File: src/rtl/tot_pkg.sv
`timescale 1ns / 1ps
package tot_pkg;
  localparam int unsigned CounterBitsDefault = 16;
  localparam logic [19:0] RateReset = 20'd100000;
  localparam int unsigned SecW = 32;
  localparam int unsigned NsecW = 30;
  localparam int unsigned RateW = 20;
  localparam logic [19:0] MicrosPerSec = 20'd1000000;
  localparam logic [19:0] NanosPerMicro = 20'd1000;

  typedef enum logic [1:0] {
    REQ_TICK   = 2'd0,
    REQ_START  = 2'd1,
    REQ_CANCEL = 2'd2,
    REQ_UPTIME = 2'd3
  } req_t;

  typedef enum logic [2:0] {
    ST_IDLE,
    ST_START,
    ST_DIV1,
    ST_DIV2,
    ST_OUT
  } state_t;

  // control between the sequencer and the serial divider
  typedef struct packed {
    logic start;
    logic busy;
  } div_ctl_t;
endpackage

File: src/rtl/tot_if.sv
`timescale 1ns / 1ps
interface tot_in_if;
  logic        valid;
  logic        ready;
  logic [1:0]  req_type;
  logic [31:0] dur_sec;
  logic [29:0] dur_nsec;
  modport source (output valid, req_type, dur_sec, dur_nsec, input ready);
  modport sink (input valid, req_type, dur_sec, dur_nsec, output ready);
endinterface

interface tot_out_if;
  logic        valid;
  logic        ready;
  logic [31:0] time_sec;
  logic [29:0] time_nsec;
  logic        expired;
  logic        armed;
  logic        clipped;
  modport source (output valid, time_sec, time_nsec, expired, armed, clipped, input ready);
  modport sink (input valid, time_sec, time_nsec, expired, armed, clipped, output ready);
endinterface

File: src/rtl/tot_div.sv
`timescale 1ns / 1ps
// restoring divider, one quotient bit per cycle, 64-bit dividend
module tot_div (
  input  logic        clk,
  input  logic        rst_n,
  input  logic        start,
  input  logic [63:0] dividend,
  input  logic [19:0] divisor,
  output logic        busy,
  output logic [63:0] quot,
  output logic [19:0] rem
);
  logic [63:0] q_r, q_nxt;
  logic [20:0] rem_r, rem_nxt;
  logic [6:0]  cnt_r, cnt_nxt;
  logic [19:0] dvs_r, dvs_nxt;
  logic [20:0] sh;

  always_comb begin
    q_nxt = q_r;
    rem_nxt = rem_r;
    cnt_nxt = cnt_r;
    dvs_nxt = dvs_r;
    sh = {rem_r[19:0], q_r[63]};
    if (start) begin
      q_nxt = dividend;
      rem_nxt = '0;
      cnt_nxt = 7'd64;
      dvs_nxt = divisor;
    end else if (cnt_r != 7'd0) begin
      if (sh >= {1'b0, dvs_r}) begin
        rem_nxt = sh - {1'b0, dvs_r};
        q_nxt = {q_r[62:0], 1'b1};
      end else begin
        rem_nxt = sh;
        q_nxt = {q_r[62:0], 1'b0};
      end
      cnt_nxt = cnt_r - 7'd1;
    end
  end

  always_ff @(posedge clk) begin
    if (!rst_n) begin
      cnt_r <= '0;
    end else begin
      cnt_r <= cnt_nxt;
    end
    q_r <= q_nxt;
    rem_r <= rem_nxt;
    dvs_r <= dvs_nxt;
  end

  assign busy = (cnt_r != 7'd0);
  assign quot = q_r;
  assign rem = rem_r[19:0];
endmodule

File: src/rtl/tot_mul.sv
`timescale 1ns / 1ps
// shift-add multiplier, one multiplier bit per cycle, product mod 2^64
module tot_mul (
  input  logic        clk,
  input  logic        rst_n,
  input  logic        start,
  input  logic [63:0] mcand,
  input  logic [19:0] mplier,
  output logic        busy,
  output logic [63:0] prod
);
  logic [63:0] acc_r, acc_nxt, mc_r, mc_nxt;
  logic [19:0] mp_r, mp_nxt;
  logic [4:0]  cnt_r, cnt_nxt;

  always_comb begin
    acc_nxt = acc_r;
    mc_nxt = mc_r;
    mp_nxt = mp_r;
    cnt_nxt = cnt_r;
    if (start) begin
      acc_nxt = '0;
      mc_nxt = mcand;
      mp_nxt = mplier;
      cnt_nxt = 5'd20;
    end else if (cnt_r != 5'd0) begin
      if (mp_r[0]) acc_nxt = acc_r + mc_r;
      mc_nxt = {mc_r[62:0], 1'b0};
      mp_nxt = {1'b0, mp_r[19:1]};
      cnt_nxt = cnt_r - 5'd1;
    end
  end

  always_ff @(posedge clk) begin
    if (!rst_n) begin
      cnt_r <= '0;
    end else begin
      cnt_r <= cnt_nxt;
    end
    acc_r <= acc_nxt;
    mc_r <= mc_nxt;
    mp_r <= mp_nxt;
  end

  assign busy = (cnt_r != 5'd0);
  assign prod = acc_r;
endmodule

File: src/rtl/tickless_oneshot_timer_top.sv
`timescale 1ns / 1ps
// channel | dir | payload
// in      | in  | req_type, dur_sec, dur_nsec
// out     | out | time_sec, time_nsec, expired, armed, clipped
// cfg     | in  | cfg_we, cfg_wdata (tick_rate)
// tick: result register and valid loaded at the accepting edge
// start: divide (ns to us) beside a multiply, then a multiply and a divide
// cancel / uptime: multiply and two divides; a cancel with nothing armed skips the divides
// one word in flight at a time
// rst_n synchronous; out stalls hold the result, input waits until it is taken
module tickless_oneshot_timer_top #(
  parameter int unsigned COUNTER_BITS = tot_pkg::CounterBitsDefault
) (
  input  logic         clk,
  input  logic         rst_n,
  tot_in_if.sink       in_ch,
  tot_out_if.source    out_ch,
  input  logic         cfg_we,
  input  logic [19:0]  cfg_wdata
);
  localparam logic [COUNTER_BITS-1:0] CMax = '1;

  tot_pkg::state_t st_r, st_nxt;
  logic [19:0] rate_r;
  logic [COUNTER_BITS-1:0] cnt_r, match_r, cnt_nxt;
  logic [31:0] wrap_r;
  logic        arm_r;
  logic [1:0]  req_r;
  logic [31:0] sec_r;
  logic [29:0] nsec_r;
  logic [1:0]  phase_r;
  logic [63:0] acc_r;
  logic        ov_valid_r, ov_exp_r, ov_clip_r, ov_valid_nxt;
  logic [31:0] ov_sec_r;
  logic [29:0] ov_nsec_r;
  logic [19:0] rate_s;
  logic        in_acc, out_free;

  logic        m_start, m_busy, d_start, d_busy;
  logic [63:0] m_a, m_p, d_n, d_q;
  logic [19:0] m_b, d_v, d_r;
  tot_pkg::div_ctl_t dctl;

  assign rate_s = (rate_r == 20'd0) ? 20'd1 : rate_r;
  assign out_free = !ov_valid_r || out_ch.ready;
  assign in_ch.ready = (st_r == tot_pkg::ST_IDLE) && out_free;
  assign in_acc = in_ch.valid && in_ch.ready;
  assign dctl.start = d_start;
  assign dctl.busy = d_busy;
  assign ov_valid_nxt = (in_acc && in_ch.req_type == tot_pkg::REQ_TICK) ||
    (st_r == tot_pkg::ST_OUT && out_free) || (ov_valid_r && !out_ch.ready);

  tot_mul u_mul (.clk, .rst_n, .start(m_start), .mcand(m_a), .mplier(m_b),
    .busy(m_busy), .prod(m_p));
  tot_div u_div (.clk, .rst_n, .start(dctl.start), .dividend(d_n), .divisor(d_v),
    .busy(d_busy), .quot(d_q), .rem(d_r));

  // wide counter state
  logic [63:0] uptime_ticks, diff64;
  logic [COUNTER_BITS-1:0] diff;
  logic [COUNTER_BITS:0] cmp_sum;
  assign diff = match_r - cnt_r;
  assign diff64 = 64'(diff);
  assign uptime_ticks = (64'(wrap_r) << COUNTER_BITS) + 64'(cnt_r);
  assign cnt_nxt = cnt_r + 1'b1;

  // sequencer: phase selects which step of the job runs
  always_comb begin
    st_nxt = st_r;
    unique case (st_r)
      tot_pkg::ST_IDLE:  if (in_acc && in_ch.req_type != tot_pkg::REQ_TICK)
                           st_nxt = tot_pkg::ST_START;
      tot_pkg::ST_START: st_nxt = tot_pkg::ST_DIV1;
      tot_pkg::ST_DIV1:  if (!m_busy && !d_busy && phase_r == 2'd3) st_nxt = tot_pkg::ST_OUT;
      tot_pkg::ST_DIV2:  st_nxt = tot_pkg::ST_DIV1;
      tot_pkg::ST_OUT:   if (out_free) st_nxt = tot_pkg::ST_IDLE;
      default:           st_nxt = tot_pkg::ST_IDLE;
    endcase
  end

  // unit launches
  always_comb begin
    m_start = 1'b0;
    d_start = 1'b0;
    m_a = '0;
    m_b = rate_s;
    d_n = acc_r;
    d_v = rate_s;
    unique case (st_r)
      tot_pkg::ST_START: begin
        m_start = 1'b1;
        if (req_r == tot_pkg::REQ_START) begin
          m_a = 64'(sec_r);
          // whole microseconds of the interval, beside the seconds product
          d_start = 1'b1;
          d_n = 64'(nsec_r);
          d_v = tot_pkg::NanosPerMicro;
        end else if (req_r == tot_pkg::REQ_CANCEL) begin
          m_a = diff64;
          m_b = tot_pkg::MicrosPerSec;
        end else begin
          m_a = uptime_ticks;
          m_b = tot_pkg::MicrosPerSec;
        end
      end
      tot_pkg::ST_DIV1: begin
        if (!m_busy && !d_busy && phase_r != 2'd3) begin
          unique case (phase_r)
            2'd0: begin
              if (req_r == tot_pkg::REQ_START) begin
                m_start = 1'b1;
                m_a = d_q;
              end else begin
                d_start = 1'b1;
                d_n = m_p;
              end
            end
            2'd1: begin
              d_start = 1'b1;
              d_v = tot_pkg::MicrosPerSec;
              d_n = (req_r == tot_pkg::REQ_START) ? m_p : d_q;
            end
            default: ;
          endcase
        end
      end
      default: ;
    endcase
  end

  always_ff @(posedge clk) begin
    if (!rst_n) begin
      st_r <= tot_pkg::ST_IDLE;
      rate_r <= tot_pkg::RateReset;
      cnt_r <= '0;
      wrap_r <= '0;
      match_r <= '0;
      arm_r <= 1'b0;
      ov_valid_r <= 1'b0;
      phase_r <= '0;
    end else begin
      st_r <= st_nxt;
      if (cfg_we) rate_r <= cfg_wdata;
      ov_valid_r <= ov_valid_nxt;
      if (in_acc) begin
        req_r <= in_ch.req_type;
        sec_r <= in_ch.dur_sec;
        nsec_r <= in_ch.dur_nsec;
        phase_r <= '0;
        if (in_ch.req_type == tot_pkg::REQ_TICK) begin
          cnt_r <= cnt_nxt;
          if (cnt_nxt == '0) wrap_r <= wrap_r + 32'd1;
          ov_exp_r <= arm_r && (cnt_nxt == match_r);
          if (arm_r && cnt_nxt == match_r) arm_r <= 1'b0;
          ov_sec_r <= '0;
          ov_nsec_r <= '0;
          ov_clip_r <= 1'b0;
        end
      end
      if (st_r == tot_pkg::ST_START && req_r == tot_pkg::REQ_CANCEL &&
          (!arm_r || diff == '0)) begin
        phase_r <= 2'd3;
        acc_r <= '0;
      end
      if (st_r == tot_pkg::ST_DIV1 && !m_busy && !d_busy && phase_r != 2'd3) begin
        if (phase_r == 2'd0 && req_r == tot_pkg::REQ_START) acc_r <= m_p;
        if (phase_r == 2'd1 && req_r == tot_pkg::REQ_START) acc_r <= acc_r;
        phase_r <= phase_r + 2'd1;
        if (phase_r == 2'd2) begin
          if (req_r == tot_pkg::REQ_START) acc_r <= acc_r + d_q;
          else acc_r <= d_q;
          sec_r <= 32'(d_r);
        end
      end
      if (st_r == tot_pkg::ST_OUT && out_free) begin
        ov_exp_r <= 1'b0;
        if (req_r == tot_pkg::REQ_START) begin
          ov_sec_r <= '0;
          ov_nsec_r <= '0;
          ov_clip_r <= (acc_r > 64'(CMax));
          match_r <= cmp_sum[COUNTER_BITS-1:0];
          arm_r <= 1'b1;
        end else begin
          ov_clip_r <= 1'b0;
          if (req_r == tot_pkg::REQ_CANCEL) arm_r <= 1'b0;
          if (req_r == tot_pkg::REQ_CANCEL && (!arm_r || diff == '0)) begin
            ov_sec_r <= '0;
            ov_nsec_r <= '0;
          end else begin
            ov_sec_r <= (acc_r > 64'hFFFF_FFFF) ? 32'hFFFF_FFFF : acc_r[31:0];
            ov_nsec_r <= 30'(sec_r[19:0] * 30'd1000);
          end
        end
      end
    end
  end

  assign cmp_sum = {1'b0, cnt_r} +
    ((acc_r > 64'(CMax)) ? {1'b0, CMax} : {1'b0, acc_r[COUNTER_BITS-1:0]});

  assign out_ch.valid = ov_valid_r;
  assign out_ch.time_sec = ov_sec_r;
  assign out_ch.time_nsec = ov_nsec_r;
  assign out_ch.expired = ov_exp_r;
  assign out_ch.armed = arm_r;
  assign out_ch.clipped = ov_clip_r;

`ifndef ASSERT_OFF
  a_busy_idle: assert property (@(posedge clk) disable iff (!rst_n)
    in_ch.ready |-> !dctl.busy) else $error("divider busy while idle");
  a_out_hold: assert property (@(posedge clk) disable iff (!rst_n)
    (ov_valid_r && !out_ch.ready) |=> ov_valid_r) else $error("result dropped");
  a_tick_now: assert property (@(posedge clk) disable iff (!rst_n)
    (in_acc && in_ch.req_type == tot_pkg::REQ_TICK) |=> ov_valid_r)
    else $error("tick gave no word");
`endif
endmodule

File: src/flat_wrapper.sv
// flat-port wrapper written by rule: the top's interface ports become plain ports
module tickless_oneshot_timer_top_flat 
#(
  parameter int unsigned COUNTER_BITS = tot_pkg::CounterBitsDefault
)
  (clk, rst_n, cfg_we, cfg_wdata, in_ch_valid, in_ch_req_type, in_ch_dur_sec, in_ch_dur_nsec, in_ch_ready, out_ch_valid, out_ch_time_sec, out_ch_time_nsec, out_ch_expired, out_ch_armed, out_ch_clipped, out_ch_ready);
  tot_in_if in_ch_i ();
  tot_out_if out_ch_i ();
  input  logic clk;
  input  logic rst_n;
  input  logic cfg_we;
  input  logic [19:0] cfg_wdata;
  input wire logic [$bits(in_ch_i.valid)-1:0] in_ch_valid;
  input wire logic [$bits(in_ch_i.req_type)-1:0] in_ch_req_type;
  input wire logic [$bits(in_ch_i.dur_sec)-1:0] in_ch_dur_sec;
  input wire logic [$bits(in_ch_i.dur_nsec)-1:0] in_ch_dur_nsec;
  output wire logic [$bits(in_ch_i.ready)-1:0] in_ch_ready;
  output wire logic [$bits(out_ch_i.valid)-1:0] out_ch_valid;
  output wire logic [$bits(out_ch_i.time_sec)-1:0] out_ch_time_sec;
  output wire logic [$bits(out_ch_i.time_nsec)-1:0] out_ch_time_nsec;
  output wire logic [$bits(out_ch_i.expired)-1:0] out_ch_expired;
  output wire logic [$bits(out_ch_i.armed)-1:0] out_ch_armed;
  output wire logic [$bits(out_ch_i.clipped)-1:0] out_ch_clipped;
  input wire logic [$bits(out_ch_i.ready)-1:0] out_ch_ready;
  assign in_ch_i.valid = in_ch_valid;
  assign in_ch_i.req_type = in_ch_req_type;
  assign in_ch_i.dur_sec = in_ch_dur_sec;
  assign in_ch_i.dur_nsec = in_ch_dur_nsec;
  assign in_ch_ready = in_ch_i.ready;
  assign out_ch_valid = out_ch_i.valid;
  assign out_ch_time_sec = out_ch_i.time_sec;
  assign out_ch_time_nsec = out_ch_i.time_nsec;
  assign out_ch_expired = out_ch_i.expired;
  assign out_ch_armed = out_ch_i.armed;
  assign out_ch_clipped = out_ch_i.clipped;
  assign out_ch_i.ready = out_ch_ready;
  tickless_oneshot_timer_top #(.COUNTER_BITS(COUNTER_BITS)) u_core (.clk(clk), .rst_n(rst_n), .in_ch(in_ch_i), .out_ch(out_ch_i), .cfg_we(cfg_we), .cfg_wdata(cfg_wdata));
endmodule
File: config.mk
export PLATFORM = sky130hd
export DESIGN_NAME = tickless_oneshot_timer_top_flat
export DESIGN_NICKNAME = d
export VERILOG_FILES = /design/src/rtl/tot_pkg.sv /design/src/rtl/tot_if.sv /design/src/rtl/tot_div.sv /design/src/rtl/tot_mul.sv /design/src/rtl/tickless_oneshot_timer_top.sv /design/src/flat_wrapper.sv
export SDC_FILE = /design/constraint.sdc
export NUM_CORES = 2
export LEC_CHECK = 0
export BUFFER_PORTS_ARGS = -buffer_cell sky130_fd_sc_hd__buf_2
export CAP_MARGIN = 25
export CORE_MARGIN = 2
export CORE_UTILIZATION = 60
export DETAILED_ROUTE_END_ITERATION = 16
export PLACE_DENSITY = 0.78
export SETUP_SLACK_MARGIN = 0.5
export SYNTH_ARGS = -nofsm -noshare
export SYNTH_HDL_FRONTEND = slang
export SYNTH_HIERARCHICAL = 1
export SYNTH_SLANG_ARGS = --single-unit
export TNS_END_PERCENT = 1
File: constraint.sdc
create_clock -name clk -period 8.1 [get_ports clk]
set_clock_uncertainty 0.1 [all_clocks]
set_input_delay 2.025 -clock clk [delete_from_list [all_inputs] [get_ports clk]]
set_output_delay 2.025 -clock clk [all_outputs]
set_load 0.01 [all_outputs]
### After elaboration in Yosys (flattened, before gate mapping)

Index checks and enable logic that the tools add are counted.

* add/sub/neg operators: 11
* multiply operators: 1
* magnitude comparators: 3
* eq/ne operators: 16
* multiplexer cells: 79
* bitwise gates (word level): 1
* reduce and logical (&&, ||, !) cells: 53

Operators with widths (count)
* 2-to-1 mux 64 bit: 19
* one-hot mux 64 bit (2 select lines): 3
* 2-to-1 mux 32 bit: 9
* 2-to-1 mux 20 bit: 9
* 2-to-1 mux 30 bit: 5
* adder 64 bit: 2
* > comparator 64 x 16 -> 1 bit (second input constant): 1
* > comparator 64 x 32 -> 1 bit (second input constant): 1
* adder 48 x 16 -> 49 bit: 1
* one-hot mux 20 bit (2 select lines): 1
* adder 32 x 1 -> 32 bit (second input constant): 1
* zero test 16 bit: 2
* multiplier 20 x 7 -> 27 bit (second input constant): 1
* >= comparator 21 x 20 -> 1 bit: 1
* zero test 20 bit: 1
* subtractor 20 bit: 1
* logical AND 1 bit: 18
* 2-to-1 mux 1 bit: 18
* adder 16 x 1 -> 16 bit (second input constant): 1
* adder 16 bit: 1
* == test 16 bit: 1
* 2-to-1 mux 16 bit: 1
* subtractor 16 bit: 1
* 2-to-1 mux 7 bit: 2
* 29 further kinds: 63

* flip-flop bits (word level): 547
* bits of input ports: 89
* output and inout port bits: 67
* word-level logic and storage cells: 190

### Longest topological paths before layout

* depth in word-level cells: 9
* mapped depth: 20
* mapped depth without buffers: 19

### Hierarchy

Netlist, hierarchy kept.

Modules (own cells, without submodules)
* tickless_oneshot_timer_top: times used 1, cells each 2794, area an instance 23935.5 µm², sequential area each 7497.2 µm²
* tot_mul: times used 1, cells each 1045, area an instance 9897.0 µm², sequential area each 3903.7 µm²
* tot_div: times used 1, cells each 476, area an instance 5796.8 µm², sequential area each 3062.9 µm²

### Least setup slack after synthesis

No wires, ideal clock.

* kind: reg-to-reg
* start: register u_core.u_div.cnt_r[0]
* end: register u_core.u_div.q_r[0] (netlist: u_core/u_div/quot[0]), enable pin
* library setup time: 0.432 ns
* arrival time: 5.742 ns
* data required time: 7.568 ns
* path slack: 1.825 ns
* cell stages (with the launch flop): 18
* buffers on the path: 5
* period minus slack after synthesis: 6.275 ns
* cell sequence: dfxtp_1 -> inv_1 -> ha_1 -> nand2_1 -> nor4_1 -> inv_1 -> buf_4 -> nor2_1 -> nand2_1 -> nor3_1 -> clkbuf_1 -> nand2_1 -> a21oi_1 -> clkbuf_1 -> o21bai_1 -> clkbuf_1 -> clkbuf_1 -> nand2b_1

* cells in the longest elaborated chain, start to end: 8
* elaborated cells on any way between the ends: 9
* classes of those cells: eq/ne: 1; mux: 2; reduce/logical: 6

Ends and longest elaborated chain
* start: declaration: RTL line tot_div.sv:15 `logic [6:0] cnt_r, cnt_nxt;`
* start signal: assignment: RTL line tot_div.sv:46 `cnt_r <= cnt_nxt;`
* nonzero test 7 bit (*): RTL line tot_div.sv:53 `assign busy = (cnt_r != 7'd0);`
* net u_core.d_busy: RTL line tickless_oneshot_timer_top.sv:39 `logic m_start, m_busy, d_start, d_busy;`
* zero test 1 bit (*): RTL line tickless_oneshot_timer_top.sv:107 `if (!m_busy && !d_busy && phase_r != 2'd3) begin`
* logical AND 1 bit (*) (2 in a row): RTL line tickless_oneshot_timer_top.sv:107
* 2-to-1 mux 1 bit (*): RTL line tickless_oneshot_timer_top.sv:107
* one-hot mux 1 bit (2 select lines) (*): RTL line tickless_oneshot_timer_top.sv:89 `unique case (st_r)`
* net u_core.d_start: RTL line tickless_oneshot_timer_top.sv:39
* != test 5 bit (no source line) or nonzero test 2 bit (tied branches)
* AND reduction 2 bit (no source line) (*)
* end signal: assignment: RTL line tot_div.sv:48 `q_r <= q_nxt;`
* end: declaration: RTL line tot_div.sv:13 `logic [63:0] q_r, q_nxt;`

Mark *: on every way through the listed nets, which the timed path passes. The rest lies on a longest branch.
A chain may end at the register's enable or synchronous reset.

### Final worst setup path

* start: register u_core.sec_r[3]
* end: register u_core.ov_nsec_r[28] (netlist: u_core/out_ch.time_nsec[28]), data pin

* cells in the longest elaborated chain, start to end: 4

Ends and longest elaborated chain
* start: declaration: RTL line tickless_oneshot_timer_top.sv:29 `logic [31:0] sec_r;`
* start signal: assignment: RTL line tickless_oneshot_timer_top.sv:147 `sec_r <= in_ch.dur_sec;`
* start signal: assignment: RTL line tickless_oneshot_timer_top.sv:172 `sec_r <= 32'(d_r);`
* multiplier 20 x 7 -> 27 bit: RTL line tickless_oneshot_timer_top.sv:191 `ov_nsec_r <= 30'(sec_r[19:0] * 30'd1000);`
* 2-to-1 mux 30 bit: RTL line tickless_oneshot_timer_top.sv:186 `if (req_r == tot_pkg::REQ_CANCEL && (!arm_r || diff == '0)) begin`
* 2-to-1 mux 30 bit: RTL line tickless_oneshot_timer_top.sv:177 `if (req_r == tot_pkg::REQ_START) begin`
* 2-to-1 mux 30 bit: RTL line tickless_oneshot_timer_top.sv:175 `if (st_r == tot_pkg::ST_OUT && out_free) begin`
* end signal: assignment: RTL line tickless_oneshot_timer_top.sv:191
* end: declaration: RTL line tickless_oneshot_timer_top.sv:35 `logic [29:0] ov_nsec_r;`

Every way passes these cells.

==> results.md <==
- Synth top area cells: edfxtp_1 (27%), dfxtp_1 (9.4%), ha_1 (7.8%)
- Final hold vios: 0
- Starting Density: 60.38%
- GR Overflow Total: 0
- Worst hold path type: register to register
- RSZ-0062 raised after global routing: no
- Initial antenna violation count: 5
- Routed WL: 127900 um
- Clock Tree Buf Depth: 3
- Global router's overall resource usage: 36.92%
- Cts repair resizes: 0
- Worst setup margin: 2.116 ns
- Setup TNS Final: 0 ns
- Power Density: around 390 nW/um2
- Critical-path cell list: inv_1 > fa_1 > fa_1 > fa_1 > fa_1 > inv_1 > ha_1 > o21ai_0 > o21a_1 > o31ai_1 > a41oi_1 > o41ai_1 > a21oi_1 > o21ai_0 > o31ai_1 > xor2_1 > nor2_1
- Slowest cell delay on critical path: 0.56 ns
- IO Port Bufs: 152
- First-pass GRT wire length: 194900 um
- EDFF count, synth: ~360
- Netlist Area Pre-Place: 39630 um2
- Vias in the first global route: 32680
- Core footprint: ~66000 um2
- DR vias: between 30000 and 40000
- Master of the slowest instance on the critical path: o41ai_1
- DR iter-0 viols: roughly 4900
- Final Cell Area: about 43000 um2
- Crit Path Class: register to register
- Clock group share of total power: 17.8%
- Hold_buf cts: 0
- Largest net degree at the start of global routing: 84
- Post-synth top area cell: edfxtp_1
- Outcome: completed
- # Post-CTS Setup Buffers: 0
- Seq cells post-synth: approximately 540
- Clk_lat worst skew: between 0.6 and 0.7 ns
- Drt drc: 0
- Switching pwr: around 7.3 mW
- Gpl congestion: 0.9875
- Seq/Total Area, Yosys: between 30% and 40%
- Yosys warnings: 6
- Top-count cell post-synth: nand2_1
- Int Power: between 9 and 10 mW
- Proportion of power drawn by combinational gates: 53.2%
- I/O pin cnt: ~160
- Die width: between 200 and 300 um
- P_leak: 17.41 nW
- CTS sink count: between 500 and 600
- Sw Share: ~44%
- WL per Instance: 24.36 um
- Slew margin rel.: roughly 22%
- Arrival time at the worst endpoint: ~6.3 ns
- Netlist cell types: approximately 110
- CP Launch Type: register
- Setup-failing EPs final: 0
- Root Driver: clkbuf_16
- Area of the die: just under 70000 um2
- Row count: 94
- Period minus WS final: between 5 and 6 ns
- CP most frequent cell: fa_1
- Max FO, Critical Path: 5
- Mapped Cells: 4315
- TritonCTS Buffers: 61
- Die Ht: roughly 260 um
- Final ANT Viol Nets: 0
- Slew Limit Fails: 0
- ANT cells: 0
- Worst-Margin Slew: ~1.2 ns
- Post-layout net count: 4743
- Via/cell ratio: ~6.6
- Post-Syn Area per Cell: roughly 9.2 um2
- Layout cell share with drive strength beyond 1: 12.16%
- CTS tree: built
- Place WS: 2.193 ns
- Area Overhead vs Synth: 8.509%
- Seq pwr share: just under 30%
- Fmax achieved: 167.1 MHz
- Reg clk slew, reported paths: approximately 0.060 ns
- Peak VDD IR: around 0.26 mV
- Number of max-cap violations: 0
- Router iterations before antenna repair: 8
- Worst setup EP type: register
- Synth top cells by count: nand2_1 (462), edfxtp_1 (357), nor2_1 (341)
- Placement Cell Area: ~41000 um2
- Post-synth ARST share: 0%
- Post-synth top area share: 27.05%
- DPL Wire Length: between 90000 and 100000 um
- Tcrit/Tclk final: approximately 74%
- Top_reg_cell synth: edfxtp_1
- H-Tree Depth: 2
- CP required: around 8.4 ns
-- layer usage --
layer  GRT usage [%]  part of all wire (%)
met5               0                 0.033
met4           12.99                   4.1
met3           9.766                    13
met2           55.10                    43
met1           51.90                    41
-- cell usage in the layout (no fill, tap or decap), types with 34 or more instances in the layout --
| cell | n |
|---|---|
| nand2b_1 | 41 |
| mux2i_1 | 34 |
| xnor2_1 | 154 |
| a221o_1 | 36 |
| a21oi_1 | 303 |
| nand4_1 | 57 |
| mux2_2 | 147 |
| inv_1 | 224 |
| dfxtp_1 | 187 |
| o21bai_1 | 38 |
| buf_2 | 151 |
| ha_1 | 247 |
| a31oi_1 | 67 |
| fa_1 | 75 |
| and3_1 | 53 |
| nor2b_1 | 46 |
| nand2_1 | 457 |
| a211oi_1 | 57 |
| and2_1 | 90 |
| nor3_1 | 62 |
| a21o_1 | 78 |
| xor2_1 | 64 |
| a22oi_1 | 74 |
| edfxtp_1 | 357 |
| o21ai_0 | 204 |
| buf_4 | 43 |
| clkbuf_16 | 62 |
| nand3_1 | 107 |
| nor2_1 | 337 |
-- metrics by stage --
stage          std cells  utilization [%]  hold WS, ns  power (mW)
6_report            5248            65.52       0.4094       16.57
5_1_grt             5248            65.52       0.4316       17.63
4_1_cts             5244            65.41       0.4032       16.36
3_5_place_dp        5129            62.19       0.3892       13.37
3_3_place_gp        5129            62.19       0.3863       13.20
2_1_floorplan       4317                -       0.3549       11.30
-- layout make-up --
class                      count  area [um2]
tap                          864        1081
sequential                   544       14460
inverter                     224       840.8
timing repair buffer         197        1145
multi-input combinational   3304       23350
clock buffer                  89        1743
clock inverter                26       372.9
fill                        5390       22630
-- final timing paths --
check | startpoint | end | slack [ns] | depth (start not counted)
hold reg to reg | u_core/u_mul/prod[13] | u_core/u_mul/prod[13] | 0.41 | 2
setup / recovery | u_core/sec_r[3] | u_core/out_ch.time_nsec[28] | 2.12 | 17
hold / removal | u_core/u_mul/prod[13] | u_core/u_mul/prod[13] | 0.41 | 2
setup reg to reg | u_core/sec_r[3] | u_core/out_ch.time_nsec[28] | 2.12 | 17
-- power groups by stage --
| stage | combinational, mW | sequential, mW | clock [mW] |
|---|---|---|---|
| floorplan | 6.85 | 4.45 | 0 |
| global placement | 8.39 | 4.81 | 0 |
| detailed placement | 8.55 | 4.82 | 0 |
| CTS | 8.61 | 4.77 | 2.98 |
| global route | 9.71 | 4.86 | 3.06 |
| finish | 8.82 | 4.81 | 2.95 |
-- sequential cells by signal, summed over array words and instances (netlist names), 2 cells and up --
name                     cells
u_core/acc_r                64
u_core/cnt_r                16
u_core/match_r              16
u_core/nsec_r               30
u_core/out_ch.time_nsec     27
u_core/out_ch.time_sec      32
u_core/phase_r               2
u_core/rate_r               20
u_core/req_r                 2
u_core/sec_r                32
u_core/st_r                  3
u_core/u_div/cnt_r           7
u_core/u_div/dvs_r          20
u_core/u_div/quot           64
u_core/u_div/rem_r          20
u_core/u_mul/cnt_r           5
u_core/u_mul/mc_r           64
u_core/u_mul/mp_r           20
u_core/u_mul/prod           64
u_core/wrap_r               32
-- cells by family after synthesis --
| group | count (synthesis) | synth area share (%) |
|---|---|---|
| adder cells (fa/ha/maj) | 322 | 11.59 |
| XOR/XNOR | 218 | 4.818 |
| AO/OA/AOI/OAI | 1187 | 20.31 |
| AND/OR/NAND/NOR | 1392 | 16.76 |
| flip-flops | 544 | 36.50 |
| multiplexers | 182 | 5.064 |
| other | 1 | 0.009463 |
| buffers and inverters | 469 | 4.957 |
-- worst max-delay path: cells and delay by family (launching register included) --
family,cells,cell delay (ns)
buffers and inverters,2,0.27
DFF,1,0.48
and+or+nand+nor,1,0.05
adders and majority gates,5,2.30
xor gates and xnor gates,1,0.15
AOI/OAI and AO/OA,8,2.31
Power figures use the tool's default switching activity.
